File: config.mk
export PLATFORM = sky130hd
export DESIGN_NAME = decimal_int32_text_parser_top
export DESIGN_NICKNAME = d
export VERILOG_FILES = /design/src/sv/dtp_pkg.sv /design/src/sv/decimal_int32_text_parser_top.sv
export SDC_FILE = /design/constraint.sdc
export NUM_CORES = 1
export LEC_CHECK = 0
export ABC_CLOCK_PERIOD_IN_PS = 12350
export BUFFER_PORTS_ARGS = -buffer_cell sky130_fd_sc_hd__buf_4
export CAP_MARGIN = 25
export CORE_AREA = 2 2 180 182
export DETAILED_ROUTE_END_ITERATION = 7
export DIE_AREA = 0 0 182 184
export GPL_TIMING_DRIVEN = 0
export SYNTH_ARGS = -nofsm -noshare
export SYNTH_HDL_FRONTEND = slang
export SYNTH_SLANG_ARGS = --single-unit
File: constraint.sdc
create_clock -name clk -period 12.35 [get_ports clk]
set_input_delay 1.235 -clock clk [delete_from_list [all_inputs] [get_ports clk]]
set_output_delay 1.235 -clock clk [all_outputs]
set_load 0.05 [all_outputs]
File: src/sv/dtp_pkg.sv
package dtp_pkg;

  // parse phases, one-hot
  typedef enum logic [5:0] {
    PH_LEAD   = 6'b000001,
    PH_SIGNED = 6'b000010,
    PH_DIGITS = 6'b000100,
    PH_TRAIL  = 6'b001000,
    PH_NUL    = 6'b010000,
    PH_FAIL   = 6'b100000
  } phase_t;

  // configuration register indexes
  localparam logic [1:0] REG_CLAMP_EN = 2'd0;
  localparam logic [1:0] REG_CLAMP_MIN = 2'd1;
  localparam logic [1:0] REG_CLAMP_MAX = 2'd2;
  localparam logic [1:0] REG_FALLBACK = 2'd3;

  // register reset values
  localparam logic [31:0] CLAMP_MIN_RST = 32'h8000_0000;
  localparam logic [31:0] CLAMP_MAX_RST = 32'h7fff_ffff;
  localparam logic [31:0] FALLBACK_RST = 32'h0000_0000;

  // magnitude limits, wide enough for ten times the accumulator plus a digit
  localparam int unsigned PROD_W = 36;
  localparam logic [PROD_W-1:0] LIMIT_NEG = 36'h0_8000_0000;
  localparam logic [PROD_W-1:0] LIMIT_POS = 36'h0_7fff_ffff;

  // character codes
  localparam logic [7:0] CHAR_ZERO = 8'h30;
  localparam logic [7:0] CHAR_NINE = 8'h39;
  localparam logic [7:0] CHAR_PLUS = 8'h2b;
  localparam logic [7:0] CHAR_MINUS = 8'h2d;
  localparam logic [7:0] CHAR_SPACE = 8'h20;
  localparam logic [7:0] CHAR_TAB = 8'h09;
  localparam logic [7:0] CHAR_CR = 8'h0d;
  localparam logic [7:0] CHAR_NUL = 8'h00;

  // number whitespace: tab, lf, vt, ff, cr, space
  function automatic logic is_space(input logic [7:0] c);
    return (c == CHAR_SPACE) || ((c >= CHAR_TAB) && (c <= CHAR_CR));
  endfunction

  function automatic logic is_digit(input logic [7:0] c);
    return (c >= CHAR_ZERO) && (c <= CHAR_NINE);
  endfunction

endpackage

File: src/sv/decimal_int32_text_parser_top.sv
// path: a beat with tlast passes the input, finished-string and result registers
// throughput: one input beat per cycle while the output is not stalled; the parse
//   state loop (multiply by ten, add digit, compare with the limit) is combinational
// reset: synchronous active-high rst clears the pipeline valids and the parse state
//   and loads the configuration registers with their defaults
module decimal_int32_text_parser_top
  import dtp_pkg::*;
(
  input  logic        clk,
  input  logic        rst,
  // input stream
  input  logic        s_axis_tvalid,
  output logic        s_axis_tready,
  input  logic [7:0]  s_axis_tdata,   // [7:0] char_byte
  input  logic        s_axis_tuser,   // [0] has_char
  input  logic        s_axis_tlast,
  // result stream
  output logic        m_axis_tvalid,
  input  logic        m_axis_tready,
  output logic [31:0] m_axis_tdata,   // [31:0] value
  output logic        m_axis_tuser,   // [0] parsed_ok
  // configuration writes
  input  logic        cfg_we,
  input  logic [1:0]  cfg_index,
  input  logic [31:0] cfg_data
);

  // configuration registers
  logic        clamp_enable;
  logic [31:0] clamp_min;
  logic [31:0] clamp_max;
  logic [31:0] fallback_value;

  always_ff @(posedge clk) begin
    if (rst) begin
      clamp_enable   <= 1'b0;
      clamp_min      <= CLAMP_MIN_RST;
      clamp_max      <= CLAMP_MAX_RST;
      fallback_value <= FALLBACK_RST;
    end else if (cfg_we) begin
      case (cfg_index)
        REG_CLAMP_EN:  clamp_enable <= cfg_data[0];
        REG_CLAMP_MIN: clamp_min <= cfg_data;
        REG_CLAMP_MAX: clamp_max <= cfg_data;
        REG_FALLBACK:  fallback_value <= cfg_data;
        default: ;
      endcase
    end
  end

  // pipeline handshake
  logic       in_valid;
  logic [7:0] in_byte;
  logic       in_has;
  logic       in_last;
  logic       fin_valid;
  logic       fin_ok;
  logic       fin_neg;
  logic [31:0] fin_mag;
  logic       out_valid;
  logic [31:0] out_value;
  logic       out_ok;

  logic out_free;
  logic fin_move;
  logic fin_free;
  logic in_go;

  assign out_free = !out_valid || m_axis_tready;
  assign fin_move = fin_valid && out_free;
  assign fin_free = !fin_valid || fin_move;
  assign in_go = in_valid && (!in_last || fin_free);
  assign s_axis_tready = !in_valid || in_go;

  // input register
  always_ff @(posedge clk) begin
    if (rst) begin
      in_valid <= 1'b0;
    end else if (s_axis_tvalid && s_axis_tready) begin
      in_valid <= 1'b1;
    end else if (in_go) begin
      in_valid <= 1'b0;
    end
  end

  always_ff @(posedge clk) begin
    if (s_axis_tvalid && s_axis_tready) begin
      in_byte <= s_axis_tdata;
      in_has  <= s_axis_tuser;
      in_last <= s_axis_tlast;
    end
  end

  // parse state
  phase_t      phase;
  phase_t      phase_next;
  logic        neg;
  logic        neg_next;
  logic [31:0] acc;
  logic [31:0] acc_next;

  logic [PROD_W-1:0] prod;
  logic [PROD_W-1:0] limit;
  logic              over;
  logic              ok_next;

  // ten times the magnitude plus the digit, checked against the sign's limit
  assign prod = ({4'b0, acc} << 3) + ({4'b0, acc} << 1) + {32'b0, in_byte[3:0]};
  assign limit = neg ? LIMIT_NEG : LIMIT_POS;
  assign over = prod > limit;

  always_comb begin
    phase_next = phase;
    neg_next   = neg;
    acc_next   = acc;
    if (in_has) begin
      case (phase)
        PH_LEAD: begin
          if (is_space(in_byte)) begin
            phase_next = PH_LEAD;
          end else if ((in_byte == CHAR_PLUS) || (in_byte == CHAR_MINUS)) begin
            neg_next   = (in_byte == CHAR_MINUS);
            phase_next = PH_SIGNED;
          end else if (is_digit(in_byte)) begin
            if (over) begin
              phase_next = PH_FAIL;
            end else begin
              acc_next   = prod[31:0];
              phase_next = PH_DIGITS;
            end
          end else begin
            phase_next = PH_FAIL;
          end
        end
        PH_SIGNED, PH_DIGITS: begin
          if (is_digit(in_byte)) begin
            if (over) begin
              phase_next = PH_FAIL;
            end else begin
              acc_next   = prod[31:0];
              phase_next = PH_DIGITS;
            end
          end else if ((phase == PH_DIGITS) && is_space(in_byte)) begin
            phase_next = PH_TRAIL;
          end else if ((phase == PH_DIGITS) && (in_byte == CHAR_NUL)) begin
            phase_next = PH_NUL;
          end else begin
            phase_next = PH_FAIL;
          end
        end
        PH_TRAIL: begin
          if (is_space(in_byte)) begin
            phase_next = PH_TRAIL;
          end else if (in_byte == CHAR_NUL) begin
            phase_next = PH_NUL;
          end else begin
            phase_next = PH_FAIL;
          end
        end
        PH_NUL: begin
          if (in_byte != CHAR_NUL) begin
            phase_next = PH_FAIL;
          end
        end
        default: begin
          phase_next = PH_FAIL;
        end
      endcase
    end
  end

  assign ok_next = (phase_next == PH_DIGITS) || (phase_next == PH_TRAIL) ||
                   (phase_next == PH_NUL);

  // state update; the last beat of a string rearms the parser
  always_ff @(posedge clk) begin
    if (rst) begin
      phase <= PH_LEAD;
      neg   <= 1'b0;
      acc   <= 32'b0;
    end else if (in_go) begin
      if (in_last) begin
        phase <= PH_LEAD;
        neg   <= 1'b0;
        acc   <= 32'b0;
      end else begin
        phase <= phase_next;
        neg   <= neg_next;
        acc   <= acc_next;
      end
    end
  end

  // finished-string register
  always_ff @(posedge clk) begin
    if (rst) begin
      fin_valid <= 1'b0;
    end else if (in_go && in_last) begin
      fin_valid <= 1'b1;
    end else if (fin_move) begin
      fin_valid <= 1'b0;
    end
  end

  always_ff @(posedge clk) begin
    if (in_go && in_last) begin
      fin_ok  <= ok_next;
      fin_neg <= neg_next;
      fin_mag <= acc_next;
    end
  end

  // apply sign, then clamp or fallback
  logic [31:0] signed_val;
  logic [31:0] value_next;

  assign signed_val = fin_neg ? (32'd0 - fin_mag) : fin_mag;

  always_comb begin
    value_next = signed_val;
    if (!fin_ok) begin
      value_next = fallback_value;
    end else if (clamp_enable) begin
      if ($signed(signed_val) < $signed(clamp_min)) begin
        value_next = clamp_min;
      end else if ($signed(clamp_max) < $signed(signed_val)) begin
        value_next = clamp_max;
      end
    end
  end

  // result register
  always_ff @(posedge clk) begin
    if (rst) begin
      out_valid <= 1'b0;
    end else if (fin_move) begin
      out_valid <= 1'b1;
    end else if (m_axis_tready) begin
      out_valid <= 1'b0;
    end
  end

  always_ff @(posedge clk) begin
    if (fin_move) begin
      out_value <= value_next;
      out_ok    <= fin_ok;
    end
  end

  assign m_axis_tvalid = out_valid;
  assign m_axis_tdata  = out_value;
  assign m_axis_tuser  = out_ok;

  // a positive magnitude stays below 2^31, a negative one at most 2^31
  assert property (@(posedge clk) disable iff (rst)
    acc[31] |-> (neg && (acc[30:0] == 31'b0)))
    else $error("magnitude accumulator beyond its limit");

  // the last beat of a string rearms the parser
  assert property (@(posedge clk) disable iff (rst)
    (in_go && in_last) |=> ((phase == PH_LEAD) && !neg && (acc == 32'b0)))
    else $error("parser not rearmed after a string");

  // a failed string stays failed until its last beat
  assert property (@(posedge clk) disable iff (rst)
    ((phase == PH_FAIL) && !(in_go && in_last)) |=> (phase == PH_FAIL))
    else $error("parser left the fail phase inside a string");

  // a failed parse reports the fallback value
  assert property (@(posedge clk) disable iff (rst)
    (fin_move && !fin_ok) |=> (out_valid && !out_ok && (out_value == fallback_value)))
    else $error("failed parse did not give the fallback value");

  // with clamping off a good parse gives the signed magnitude unchanged
  assert property (@(posedge clk) disable iff (rst)
    (fin_move && fin_ok && !clamp_enable) |=>
      (out_ok && (out_value == ($past(fin_neg) ? (32'd0 - $past(fin_mag)) : $past(fin_mag)))))
    else $error("unclamped result differs from parsed magnitude");

endmodule

* Word level (Yosys, flattened, before mapping)
Index checks and enable logic that the tools add are counted.
** Cells by class
- $add $sub $neg :: 3
- $lt $le $gt $ge :: 7
- Equality and inequality tests :: 14
- Muxes and demuxes :: 37
- Reductions and logical operators :: 31
** Operator list (count)
- $mux W32 :: 12
- $mux W6 :: 12
- $lt A32 B32 Y1 :: 2
- $pmux W32 S2 :: 1
- $add A35 B33 Y36 :: 1
- $add A36 B4 Y36 :: 1
- $gt A36 B32 Y1 :: 1
- $sub A1 B32 Y32 const A :: 1
- $eq A8 B6 Y1 const B :: 3
- $pmux W6 S4 :: 1
- $eq A6 B3 Y1 const B :: 2
- $eq A6 B4 Y1 const B :: 2
- $eq A6 B5 Y1 const B :: 2
- $mux W1 :: 11
- $ge A8 B4 Y1 const B :: 1
- $ge A8 B6 Y1 const B :: 1
- $le A8 B4 Y1 const B :: 1
- $le A8 B6 Y1 const B :: 1
- $logic_and A1 B1 Y1 :: 8
- $logic_not A8 Y1 :: 1
- $logic_or A1 B1 Y1 :: 8
- $reduce_and A2 Y1 :: 4
- $reduce_bool A8 Y1 :: 1
- $eq A6 B1 Y1 const B :: 1
- other kinds (7) :: 13
** Storage, ports and cells
- Flip-flop bits (word level) :: 216
- Bits of input ports :: 49
- Output and inout port bits :: 35
- Logic and storage cells :: 110

* Logic depth before layout (Yosys ltp)
- Depth in word-level cells :: 12
- Gate-level depth with buffers :: 21
- Depth with buffers taken out :: 20

* Worst setup path before layout
OpenSTA, ideal clock, no wires.
- Path kind :: register to register
- Start :: reg in_byte[3]
- End :: reg fin_mag[10] (data pin)
- Setup time :: 262 ps
- Arrival :: 5934 ps
- Required time :: 12088 ps
- Setup slack :: 6154 ps
- Stages on the path, launching flop included :: 21
- Path buffers :: 1
- Period minus slack after synthesis :: 6196 ps
- Path through :: edfxtp_1 fa_1 fa_1 a211oi_1 o211ai_1 a31oi_1 nor3_1 a2111oi_0 o21ai_0 xor2_1 ha_1 nand4_1 or4_1 or4_1 mux2i_1 a21o_1 o311ai_1 a2111oi_4 nand2_1 buf_2 mux2_1
** On the way
- Longest elaborated chain between the ends :: 8
- Elaborated cells between the ends (all ways) :: 19
- Those cells by class :: 1 x add/sub; 5 x order compare; 3 x eq/ne; 6 x mux; 4 x reduce/logical
** RTL lines
- start: declaration :: RTL line decimal_int32_text_parser_top.sv:53 : logic [7:0] in_byte;
- start signal: assignment :: RTL line decimal_int32_text_parser_top.sv:88 : in_byte <= s_axis_tdata;
- $add A36 B4 Y36 :: RTL line decimal_int32_text_parser_top.sv:108 : assign prod = ({4'b0, acc} << 3) + ({4'b0, acc} << 1) + {32'b0, in_byte[3:0]};
- $gt A36 B32 Y1 :: RTL line decimal_int32_text_parser_top.sv:110 : assign over = prod > limit;
- $mux W32 :: RTL line decimal_int32_text_parser_top.sv:125, decimal_int32_text_parser_top.sv:137
- $mux W32 :: RTL line decimal_int32_text_parser_top.sv:124 : end else if (is_digit(in_byte)) begin
- $mux W32 :: RTL line decimal_int32_text_parser_top.sv:121 : end else if ((in_byte == CHAR_PLUS) || (in_byte == CHAR_MINUS)) begin
- $mux W32 :: RTL line decimal_int32_text_parser_top.sv:119 : if (is_space(in_byte)) begin
- $pmux W32 S2 (*) :: RTL line decimal_int32_text_parser_top.sv:117 : case (phase)
- $mux W32 (*) :: RTL line decimal_int32_text_parser_top.sv:116 : if (in_has) begin
- net acc_next[10] :: RTL line decimal_int32_text_parser_top.sv:100 : logic [31:0] acc_next;
- end signal: assignment :: RTL line decimal_int32_text_parser_top.sv:209 : fin_mag <= acc_next;
- end: declaration :: RTL line decimal_int32_text_parser_top.sv:59 : logic [31:0] fin_mag;
Mark *: on every way through the listed nets, which the timed path passes. The rest lies on a longest branch.
A chain may end at the register's enable or synchronous reset.

* Worst setup path after layout
- Start :: reg in_byte[3]
- End :: reg fin_mag[18] (data pin)
Same word-level chain as after synthesis.

==> out/qor.yml <==
grt:
  grt_overflow_total: 0
  grt_pass1_vias: 12290
  grt_max_degree: 37
  antenna_found_initial: 0
  track_usage: 0.2493
  grt_pass1_wl_um: 66810
drt:
  vias: 12680
  firstDrtPassIters: 5
  drtIter0Drc: 960
  viasPerCell: 5.947
  wirelength_um: 42250
  antenna_left: 0
  drc: 0
  wl_per_cell_um: 19.81
timing:
  period_share: 0.6137
  setup_tns_ns: 0
  finClkSkew_ns: 0.01322
  finalSetupViolCount: 0
  setup_ws_ns: 4.771
  min_period_ns: 7.579
  worst_pin_slew_ns: 1.071
  slew_headroom: 0.2799
  finalHoldViolCount: 0
  max_freq_ghz: 0.1319
  rsz0062_at_grt: "false"
  final_max_slew_viol_count: 0
  holdWs_ns: 0.4572
yosys:
  synth-seq-area-share: 0.3636
  synthFlopType: "dfxtp_1"
  ys_async_sr_fraction: 0
  yosysTopAreaCellShare: 0.1986
  syn-mean-instance-area_um2: 8.763
  ys_types: 70
  ys_warn_count: 0
  yosys.area.top_type: "dfxtp_1"
  synth_compound_area_frac: 0.2381
  yosysMostFrequentCell: "nand2_1"
  synth_seq_cells: 216
  synthTopCellsByCount: "nand2_1 (244), ha_1 (158), a21oi_1 (145), dfxtp_1 (139), inv_1 (123)"
  synthCells: 1599
  synth_xor_area_frac: 0.03688
  syn-num-nets: 1808
  synth_enable_flop_cells: 77
  yosys.area_share.simple: 0.1439
  synthAdderAreaFrac: 0.1439
  synth_top_family_by_area: "compound AO/OA/AOI/OAI gates"
  syn_area_um2: 14010
  synth.area.top_cells: "dfxtp_1 (20%), edfxtp_1 (17%), ha_1 (14%), nand2_1 (6.5%), a21oi_1 (5.2%)"
  synth.area.mux_share: 0.01956
clocking:
  htree_num_levels: 1
  clockBufferDepth: 3
  clk_pin_slew_ns: 0.06
  cts_made_buffers: 25
  cts_tree: "built"
  cts_sinks: 216
  clock_latency_ns: 0.53
  cts-root-buf: "clkbuf_16"
  postCtsHoldBufs: 0
  cts_setup_buffers: 0
  ctsResizeCount: 0
min_path:
  min_path_type: "flop to flop"
pwr:
  p_sw_frac: 0.2571
  p_switching_mw: 0.4563
  power.share.clock: 0.458
  p_int_mw: 1.319
  p_per_area_nw_per_um2: 110.3
  power_frac_comb: 0.105
  p_leak_nw: 6.712
  p_seq_frac: 0.437
  ir_drop_uv: 67.14
cells_and_area:
  drive_gt1_frac: 0.08781
  final_nets: 1921
  antenna_cells: 0
  fillers: 2979
  syn_to_final_growth_pct: 14.89
run_status:
  status: "finished, final reports clean"
run:
  drv_cap: 0
setup_path:
  critPathMaxFanout: 10
  crit_type: "flop to flop"
  required_ns: 12.60
  arrival_ns: 7.83
  end_kind: "flop"
  start_kind: "flop"
place:
  numPortBuffers: 83
  dp_slack_ns: 4.918
  dpl.hpwl_um: 32040
  gp_congestion: 0.8940
floorplan:
  die-area_um2: 33490
  fp.dieH_um: 184
  coreArea_um2: 31390
  ios: 84
  die_w_um: 182
  rows: 65
  initial_core_util: 0.4464
==> cell type report <==
type	instances	area (um^2)	share of cell area
Inverter	123	461.7	0.02868
Sequential cell	216	5095	0.3165
Clock inverter	16	217.7	0.01352
Multi-Input combinational cell	1185	8175	0.5078
Clock buffer	30	675.6	0.04197
Timing Repair Buffer	86	675.6	0.04197
Tap cell	402	503.0	0.03124
Buffer	75	295.3	0.01834
==> per-stage QoR <==
step           utilization  std cells  total power, mW  instance area, um^2
5_1_grt             0.5128       2133            1.832                16100
6_report            0.5128       2133            1.775                16100
4_1_cts             0.5128       2133            1.780                16100
3_5_place_dp        0.4844       2087           0.9748                15210
2_1_floorplan            -       1599           0.9009                14010
3_3_place_gp        0.4822       2084           0.9712                15140
==> power groups by stage <==
stage / combinational (mW) / sequential, mW / clock [mW]
floorplan: 0.107 / 0.794 / 0
global placement: 0.181 / 0.791 / 0
detailed placement: 0.184 / 0.790 / 0
CTS: 0.185 / 0.775 / 0.820
global route: 0.204 / 0.778 / 0.850
finish: 0.187 / 0.775 / 0.813
==> critical path, stage by stage (launching register included) <==
cell and delay [ns]:
edfxtp_1 0.54, fa_1 0.58, fa_1 0.50, a211oi_1 0.33, o211ai_1 0.19, a31oi_1 0.26, nor3_1 0.08, a2111oi_0 0.75
o21ai_0 0.22, xor2_1 0.24, ha_1 0.31, nand4_1 0.14, or4_1 0.53, or4_1 0.56, mux2i_1 0.18, a21o_1 0.11
o311ai_1 0.26, a2111oi_4 0.62, nand2_1 0.21, buf_2 0.27, mux2_1 0.41
==> metal layers <==
metal | vias to the layer above | global-route usage | part of all wire
met5 | - | 0 | 0
met4 | 0 | 0.07806 | 0.029
met3 | 67 | 0.02714 | 0.054
met2 | 404 | 0.4217 | 0.46
met1 | 6095 | 0.3349 | 0.46
li1 | 6118 | - | -
==> logic make-up (layout without fill, tap and decap cells) <==
| group | count (synthesis) | after routing |
|---|---|---|
| AOI/OAI and AO/OA | 494 | 494 |
| and+or+nand+nor | 447 | 447 |
| DFF | 216 | 216 |
| buffers and inverters | 198 | 330 |
| adders and majority gates | 160 | 160 |
| xor gates and xnor gates | 59 | 59 |
| muxes | 25 | 25 |
==> path summary, 6_finish.rpt <==
path,from,endpoint,slack [ns],cells after the start
worst max-delay path,in_byte[3],fin_mag[18],4.77,20
worst min-delay path,fallback_value[11],fallback_value[11],0.46,2
worst max register to register,in_byte[3],fin_mag[18],4.77,20
worst min register to register,fallback_value[11],fallback_value[11],0.46,2
==> cell usage in the layout, fill, tap and decap left out, types with 26 or more instances in the layout <==
cell type,instances
dfxtp_1,139
nor2_1,59
a21oi_1,145
o21ai_0,68
o211ai_1,38
a21o_1,37
xor2_1,35
inv_1,123
edfxtp_1,77
a32oi_1,31
clkbuf_16,26
nand2_1,244
nand3_1,26
o31ai_1,29
nand4_1,27
o221ai_1,32
buf_4,83
ha_1,158
clkbuf_1,69
==> registers in the layout, indices dropped and copies added (netlist names), 6 cells and up <==
signal	flops
clamp_min	32
m_axis_tdata	32
phase	6
fallback_value	32
fin_mag	32
acc	32
in_byte	8
clamp_max	32
Note: power is estimated with default switching activity, not from simulation.
